--- config.mk ---
export PLATFORM = sky130hd
export DESIGN_NAME = can_bus_load_window_monitor
export DESIGN_NICKNAME = d
export VERILOG_FILES = /design/src/rtl/cblwm_pkg.sv /design/src/rtl/can_bus_load_window_monitor.sv /design/src/rtl/cblwm_regs.sv /design/src/rtl/cblwm_stats.sv
export VERILOG_INCLUDE_DIRS = /design/src /design/src/rtl
export SDC_FILE = /design/constraint.sdc
export NUM_CORES = 1
export LEC_CHECK = 0
export BUFFER_PORTS_ARGS = -buffer_cell sky130_fd_sc_hd__buf_2
export CAP_MARGIN = 20
export CORE_MARGIN = 2
export CORE_UTILIZATION = 57
export DETAILED_ROUTE_END_ITERATION = 10
export PLACE_DENSITY = 0.89
export SYNTH_ARGS = -nofsm -noshare
export SYNTH_HDL_FRONTEND = slang
export SYNTH_SLANG_ARGS = --single-unit
--- constraint.sdc ---
create_clock -name clk -period 4.7 [get_ports clk]
set_input_delay 0.94 -clock clk [delete_from_list [all_inputs] [get_ports clk]]
set_output_delay 0.94 -clock clk [all_outputs]
set_load 0.03 [all_outputs]
--- src/rtl/can_bus_load_window_monitor_macros.svh ---
// Assertion helpers shared by the top-level and stats RTL files.
`ifndef CAN_BUS_LOAD_WINDOW_MONITOR_MACROS_SVH
`define CAN_BUS_LOAD_WINDOW_MONITOR_MACROS_SVH

// Condition must hold at every clock edge out of reset.
`define CBLWM_ASSERT_ALWAYS(lbl, clk, rst_n, expr) \
	lbl: assert property (@(posedge clk) disable iff (!(rst_n)) (expr)) \
		else $error("invariant violated");

// Consequent must hold in the cycle after the antecedent.
`define CBLWM_ASSERT_NEXT(lbl, clk, rst_n, ante, cons) \
	lbl: assert property (@(posedge clk) disable iff (!(rst_n)) (ante) |=> (cons)) \
		else $error("sequence violated");

`endif

--- src/rtl/cblwm_pkg.sv ---
package cblwm_pkg;

	// Window length default, in accepted sample ticks
	localparam int unsigned WINDOW_DEFAULT = 100;
	localparam int unsigned PERCENT_SCALE  = 100;

	// Width of the APB address and data
	localparam int unsigned ADDR_W = 3;
	localparam int unsigned DATA_W = 32;

	// Register indexes (address bit 2)
	localparam logic REG_MONITOR_ENABLE = 1'b0;
	localparam logic REG_PRECISE_MODE   = 1'b1;

	// Input item kinds
	typedef enum logic {
		KIND_SAMPLE  = 1'b0,
		KIND_RESTART = 1'b1
	} kind_t;

	// Configuration register contents
	typedef struct packed {
		logic monitor_enable;
		logic precise_mode;
	} cfg_t;

	// One result item
	typedef struct packed {
		logic        tick_active;
		logic        window_done;
		logic [6:0]  usage_percent;
		logic [7:0]  window_active_count;
		logic [31:0] rise_count;
		logic [31:0] sample_count;
	} result_t;

endpackage

--- src/rtl/can_bus_load_window_monitor.sv ---
// Channel   Direction  Handshake          Payload
// input     in         in_valid/in_stall  kind, rec_value, err_passive, bus_off
// output    out        out_valid/out_stall tick_active, window_done, usage_percent,
//                                          window_active_count, rise_count, sample_count
// config    in         APB write/read     monitor_enable (0x0), precise_mode (0x4)
//
// One item per cycle sustained while the output is not stalled.
// Stage one registers the item; the stats update and result capture share one edge.
// Reset clears configuration and all statistics; no clearing pass is needed.
// A stalled output holds the result; the input stage fills and then stalls upstream.
`include "can_bus_load_window_monitor_macros.svh"

module can_bus_load_window_monitor #(
	parameter int unsigned WINDOW = cblwm_pkg::WINDOW_DEFAULT
) (
	input  logic                            clk,
	input  logic                            arst_n,
	// APB configuration
	input  logic                            psel,
	input  logic                            penable,
	input  logic                            pwrite,
	input  logic [cblwm_pkg::ADDR_W-1:0]    paddr,
	input  logic [cblwm_pkg::DATA_W-1:0]    pwdata,
	output logic [cblwm_pkg::DATA_W-1:0]    prdata,
	output logic                            pready,
	// input channel
	input  logic                            in_valid,
	output logic                            in_stall,
	input  logic                            kind,
	input  logic [7:0]                      rec_value,
	input  logic                            err_passive,
	input  logic                            bus_off,
	// output channel
	output logic                            out_valid,
	input  logic                            out_stall,
	output logic                            tick_active,
	output logic                            window_done,
	output logic [6:0]                      usage_percent,
	output logic [7:0]                      window_active_count,
	output logic [31:0]                     rise_count,
	output logic [31:0]                     sample_count
);
	import cblwm_pkg::*;

	cfg_t       cfg;
	result_t    result, result_s2;
	logic       valid_s1, valid_s2;
	logic       kind_s1, passive_s1, busoff_s1;
	logic [7:0] rec_s1;
	logic       advance, fire, in_xfer;

	// Stage two moves when it is empty or its result is taken
	assign advance  = !valid_s2 || !out_stall;
	assign fire     = valid_s1 && advance;
	assign in_stall = valid_s1 && !advance;
	assign in_xfer  = in_valid && !in_stall;

	cblwm_regs u_regs (
		.clk     (clk),
		.arst_n  (arst_n),
		.psel    (psel),
		.penable (penable),
		.pwrite  (pwrite),
		.paddr   (paddr),
		.pwdata  (pwdata),
		.prdata  (prdata),
		.pready  (pready),
		.cfg     (cfg)
	);

	// Input register
	always_ff @(posedge clk or negedge arst_n) begin
		if (!arst_n) begin
			valid_s1 <= 1'b0;
		end else if (advance || !valid_s1) begin
			valid_s1 <= in_valid;
		end
	end

	always_ff @(posedge clk) begin
		if (in_xfer) begin
			kind_s1    <= kind;
			rec_s1     <= rec_value;
			passive_s1 <= err_passive;
			busoff_s1  <= bus_off;
		end
	end

	cblwm_stats #(
		.WINDOW (WINDOW)
	) u_stats (
		.clk           (clk),
		.arst_n        (arst_n),
		.cfg           (cfg),
		.fire          (fire),
		.kind          (kind_s1),
		.rec_value     (rec_s1),
		.err_passive   (passive_s1),
		.bus_off       (busoff_s1),
		.result        (result)
	);

	// Result register
	always_ff @(posedge clk or negedge arst_n) begin
		if (!arst_n) begin
			valid_s2 <= 1'b0;
		end else if (advance) begin
			valid_s2 <= valid_s1;
		end
	end

	always_ff @(posedge clk) begin
		if (fire) begin
			result_s2 <= result;
		end
	end

	assign out_valid           = valid_s2;
	assign tick_active         = result_s2.tick_active;
	assign window_done         = result_s2.window_done;
	assign usage_percent       = result_s2.usage_percent;
	assign window_active_count = result_s2.window_active_count;
	assign rise_count          = result_s2.rise_count;
	assign sample_count        = result_s2.sample_count;

	`CBLWM_ASSERT_ALWAYS(a_stall_needs_item, clk, arst_n, !in_stall || (valid_s1 && valid_s2))
	`CBLWM_ASSERT_NEXT(a_fire_fills_out, clk, arst_n, fire, valid_s2)
	`CBLWM_ASSERT_NEXT(a_blocked_holds, clk, arst_n, valid_s1 && !advance, valid_s1 && valid_s2)

endmodule

--- src/rtl/cblwm_regs.sv ---
module cblwm_regs (
	input  logic                                clk,
	input  logic                                arst_n,
	input  logic                                psel,
	input  logic                                penable,
	input  logic                                pwrite,
	input  logic [cblwm_pkg::ADDR_W-1:0]        paddr,
	input  logic [cblwm_pkg::DATA_W-1:0]        pwdata,
	output logic [cblwm_pkg::DATA_W-1:0]        prdata,
	output logic                                pready,
	output cblwm_pkg::cfg_t                     cfg
);
	import cblwm_pkg::*;

	logic   wr_en;
	logic   reg_idx;
	cfg_t   cfg_q;

	assign wr_en   = psel & penable & pwrite;
	assign reg_idx = paddr[2];
	assign pready  = 1'b1;

	// Register writes, low data bit only
	always_ff @(posedge clk or negedge arst_n) begin
		if (!arst_n) begin
			cfg_q <= '0;
		end else if (wr_en) begin
			case (reg_idx)
				REG_MONITOR_ENABLE: cfg_q.monitor_enable <= pwdata[0];
				REG_PRECISE_MODE:   cfg_q.precise_mode   <= pwdata[0];
				default: ;
			endcase
		end
	end

	// Read mux
	always_comb begin
		prdata = '0;
		case (reg_idx)
			REG_MONITOR_ENABLE: prdata[0] = cfg_q.monitor_enable;
			REG_PRECISE_MODE:   prdata[0] = cfg_q.precise_mode;
			default:            prdata    = '0;
		endcase
	end

	assign cfg = cfg_q;

endmodule

--- src/rtl/cblwm_stats.sv ---
`include "can_bus_load_window_monitor_macros.svh"

module cblwm_stats #(
	parameter int unsigned WINDOW = cblwm_pkg::WINDOW_DEFAULT
) (
	input  logic                 clk,
	input  logic                 arst_n,
	input  cblwm_pkg::cfg_t      cfg,
	input  logic                 fire,
	input  logic                 kind,
	input  logic [7:0]           rec_value,
	input  logic                 err_passive,
	input  logic                 bus_off,
	output cblwm_pkg::result_t   result
);
	import cblwm_pkg::*;

	localparam logic [7:0] WIN_LEN = 8'(WINDOW);

	logic [7:0]  prev_rec_q, position_q, running_q, pub_active_q;
	logic [6:0]  pub_pct_q;
	logic [31:0] rise_total_q, sample_total_q;

	logic [7:0]  prev_rec_d, position_d, running_d, pub_active_d;
	logic [6:0]  pub_pct_d;
	logic [31:0] rise_total_d, sample_total_d;

	logic        rise, fall, active, done, enabled;
	logic [7:0]  pos_inc, run_inc;
	logic [6:0]  pct_tab [256];

	// Percent lookup: floor(count * 100 / WINDOW), built at elaboration
	for (genvar g = 0; g < 256; g++) begin : g_pct
		localparam int unsigned PCT = (g * PERCENT_SCALE) / WINDOW;
		assign pct_tab[g] = 7'(PCT);
	end

	assign enabled = cfg.monitor_enable & cfg.precise_mode;
	assign rise    = rec_value > prev_rec_q;
	assign fall    = rec_value < prev_rec_q;
	assign pos_inc = position_q + 8'd1;
	assign run_inc = running_q + 8'(active);

	// Next state for one item
	always_comb begin
		prev_rec_d     = prev_rec_q;
		position_d     = position_q;
		running_d      = running_q;
		pub_active_d   = pub_active_q;
		pub_pct_d      = pub_pct_q;
		rise_total_d   = rise_total_q;
		sample_total_d = sample_total_q;
		active         = 1'b0;
		done           = 1'b0;
		if (kind == KIND_RESTART) begin
			prev_rec_d     = cfg.precise_mode ? rec_value : 8'd0;
			position_d     = '0;
			running_d      = '0;
			pub_active_d   = '0;
			pub_pct_d      = '0;
			rise_total_d   = '0;
			sample_total_d = '0;
		end else if (enabled) begin
			active         = rise | fall | err_passive | bus_off;
			rise_total_d   = rise_total_q + 32'(rise);
			sample_total_d = sample_total_q + 32'd1;
			prev_rec_d     = rec_value;
			running_d      = run_inc;
			position_d     = pos_inc;
			// Window closes: publish and restart
			if (pos_inc >= WIN_LEN) begin
				done         = 1'b1;
				pub_active_d = run_inc;
				pub_pct_d    = pct_tab[run_inc];
				running_d    = '0;
				position_d   = '0;
			end
		end
	end

	// State update on each accepted transfer
	always_ff @(posedge clk or negedge arst_n) begin
		if (!arst_n) begin
			prev_rec_q     <= '0;
			position_q     <= '0;
			running_q      <= '0;
			pub_active_q   <= '0;
			pub_pct_q      <= '0;
			rise_total_q   <= '0;
			sample_total_q <= '0;
		end else if (fire) begin
			prev_rec_q     <= prev_rec_d;
			position_q     <= position_d;
			running_q      <= running_d;
			pub_active_q   <= pub_active_d;
			pub_pct_q      <= pub_pct_d;
			rise_total_q   <= rise_total_d;
			sample_total_q <= sample_total_d;
		end
	end

	always_comb begin
		result.tick_active         = active;
		result.window_done         = done;
		result.usage_percent       = pub_pct_d;
		result.window_active_count = pub_active_d;
		result.rise_count          = rise_total_d;
		result.sample_count        = sample_total_d;
	end

	`CBLWM_ASSERT_ALWAYS(a_pos_in_window, clk, arst_n, position_q < WIN_LEN)
	`CBLWM_ASSERT_ALWAYS(a_run_le_pos, clk, arst_n, running_q <= position_q)
	`CBLWM_ASSERT_ALWAYS(a_pct_range, clk, arst_n, pub_pct_q <= 7'd100)
	`CBLWM_ASSERT_NEXT(a_restart_clears, clk, arst_n, fire && kind == KIND_RESTART, sample_total_q == 32'd0 && position_q == 8'd0 && rise_total_q == 32'd0)

endmodule

==> run summary <==
kind of cell adding the most delay to the critical path: simple AND/OR/NAND/NOR gates
Ys Warns: 0
Yosys top cell by area: edfxtp_1
crit path cell chain: ha_1, nor2b_1, o21ai_0, nand2b_1, a21oi_1, o21ai_0, nor2b_1, ha_1, ha_1, nand2_1, nor3_1, nand4_1, nor2_1, mux2i_1, o21ai_0
Reg clk slew, reported paths: 0.07 ns
Top FF cell, synth: dfrtp_1
H-tree depth: 4
CTS tree: done
DR vias: 7,178
Die Wd: 137 um
HP Class: input port to async pin
Critical Path Start Type: register
# DRC: 0
pin count of the biggest net entering global routing: 89
Worst VDD drop: 0.267 mV
max_cap viols: 0
final wirelength: 19,400 um
Hold Violations, Final: 0
register bit count reported by yosys: 199
layout cell share with drive strength beyond 1: 15.6%
Detailed Place HPWL: 12,800 um
FF-to-FF setup slack: 1.35 ns
area growth from synthesis to layout: 10.7%
I/O Buffers: 103
share of the synthesized area in the top cell type: 27.5%
# diodes: 0
syn avg cell area: 10.2 um2
Core ar.: 17,200 um2
Final nets: 1,130
CTS max path bufs: 2
synthesized area: 10,000 um2
Placer Congestion: 0.808
post-CTS setup buffers: 0
CTS resizes: 0
GRT Total Usage: 21.4%
post-route ant nets: 0
CTS sink count: 199
most common cell in the netlist: nor2_1
worst slew pin tran: 0.908 ns
relative slew slack: 39.5%
max-slew violation count: 0
Placed Area: 10,600 um2
CP peak stage delay: 0.41 ns
status: completed
post-synthesis cell type count: 57
Synth top cells by count: nor2_1 (142), nand2_1 (126), dfrtp_1 (107)
first-pass GRT wire length: 31,600 um
vias in the first global route: 6,742
ranking of synthesized cells by area: edfxtp_1 (28%), dfrtp_1 (27%), nor2_1 (5.3%)
skew final: 0.00953 ns
Tcrit/Tclk final: 71.4%
Critical Path Sink Type: register
CP Max Fanout: 6
Setup CP Type: register to register
die footprint: 18,700 um2
CTS Hold Bufs: 0
Slowest-stage cell, CP: edfxtp_1
Die H: 137 um
TNS Setup: 0 ns
Fmax: 298 MHz
Vias/cell: 5.52
EDFF count, synth: 92
# setup viols final: 0
RSZ-0062 raised after global routing: no
row count: 48
starting density of the core: 58.2%
Cells after Synth: 986
IO Pins: 169
drt initial violations: 612
final core utilization: 64.5%
pwr/cell area: 362 nW/um2
First-pass DRT Iterations: 5
clk_lat worst skew: 0.44 ns
crit path DAT: 3.64 ns
post-layout min period: 3.35 ns
Post-synth ARST share: 53.8%
CTS root buffer: clkbuf_16
initial antenna violation count: 0
fin area: 11,100 um2
grt ovf: 0
Worst Path Required: 4.98 ns
cts bufs inserted: 17
final instance count without filler cells: 1,300
sequential element share of the synthesized area: 54.2%
Placed Instances: 1,268
LEAKAGE: 0.00470 uW
drt wl/cell: 14.9 um
worst path bufs/invs: 0
-- layout by cell type (no fill, tap or decap), types with 25 or more instances in the layout --
cell type and n:
conb_1 32, nand3_1 33, o21ai_0 67, xor2_1 25, buf_2 102, edfxtp_1 92, xnor2_1 40, nand2_1 125
dfrtp_1 107, nor2_1 142, mux2i_1 45
-- flip-flops by register name, summed over array words and instances, names as in the netlist, 2 cells and up --
name and count:
rec_s1 8, rise_count 32, sample_count 32, u_regs.cfg 2, u_stats.position_q 8, u_stats.prev_rec_q 8
u_stats.pub_active_q 8, u_stats.pub_pct_q 7, u_stats.rise_total_q 32, u_stats.running_q 8, u_stats.sample_total_q 32, usage_percent 7
window_active_count 8
-- cell families (layout without fill, tap and decap cells) --
family	count (synthesis)	after routing	synth area share (%)
compound gates	159	159	10.1
xor+xnor	65	65	5.67
fa+ha+maj	15	15	1.87
buf+inv	103	162	5.36
flops	199	199	54.2
mux	48	48	4.82
other cells	2	32	0.0748
simple gates	395	395	17.9
-- report_power, final --
part           total, uW  internal [uW]  switching, uW  leakage (uW)
sequential          2060           1960           94.6       0.00238
combinational        611            178            433       0.00207
clock               1360            688            671      0.000257
total               4030           2830           1200       0.00470
-- stage by stage --
stage	setup WS, ns	total power, uW	hold slack, ns
6_report	1.35	4030	0.419
2_1_floorplan	0.333	2550	0.450
4_1_cts	1.34	4050	0.421
3_5_place_dp	1.33	2700	0.467
5_1_grt	1.09	4200	0.439
3_3_place_gp	1.45	2670	0.462
-- final cells by class --
class | count | area, um2
Inverter | 19 | 73.8
Clock buffer | 17 | 425
Multi-Input combinational cell | 714 | 4190
Timing Repair Buffer | 111 | 586
Fill cell | 1314 | 6120
Clock inverter | 15 | 120
Sequential cell | 199 | 5440
Tap cell | 225 | 282
-- worst register-to-register path: stages, from the launching register on --
cell      delay, ns
edfxtp_1       0.41
ha_1           0.32
nor2b_1        0.14
o21ai_0        0.08
nand2b_1       0.08
a21oi_1        0.06
o21ai_0        0.20
nor2b_1        0.21
ha_1           0.20
ha_1           0.17
nand2_1        0.10
nor3_1         0.21
nand4_1        0.36
nor2_1         0.33
mux2i_1        0.25
o21ai_0        0.09
-- per-layer routing --
layer | routed length (um) | track usage (%) | vias up
met2 | 9840 | 35.5 | 209
met5 | 0 | 0 | -
met1 | 8260 | 27.8 | 3420
met3 | 837 | 3.44 | 36
li1 | - | - | 3513
met4 | 444 | 9.43 | 0
-- path summary, 6_finish.rpt --
path	cells after the start	start	endpoint
hold reg to reg	2	u_stats.prev_rec_q[7]	u_stats.prev_rec_q[7]
min in group clk	2	u_stats.prev_rec_q[7]	u_stats.prev_rec_q[7]
setup reg to reg	15	rec_s1[1]	u_stats.rise_total_q[28]
hold / removal	1	arst_n	u_stats.pub_pct_q[0]
setup / recovery	15	rec_s1[1]	u_stats.rise_total_q[28]
max in group asynchronous	2	arst_n	u_stats.rise_total_q[3]
(Power assumes the default switching activity.)
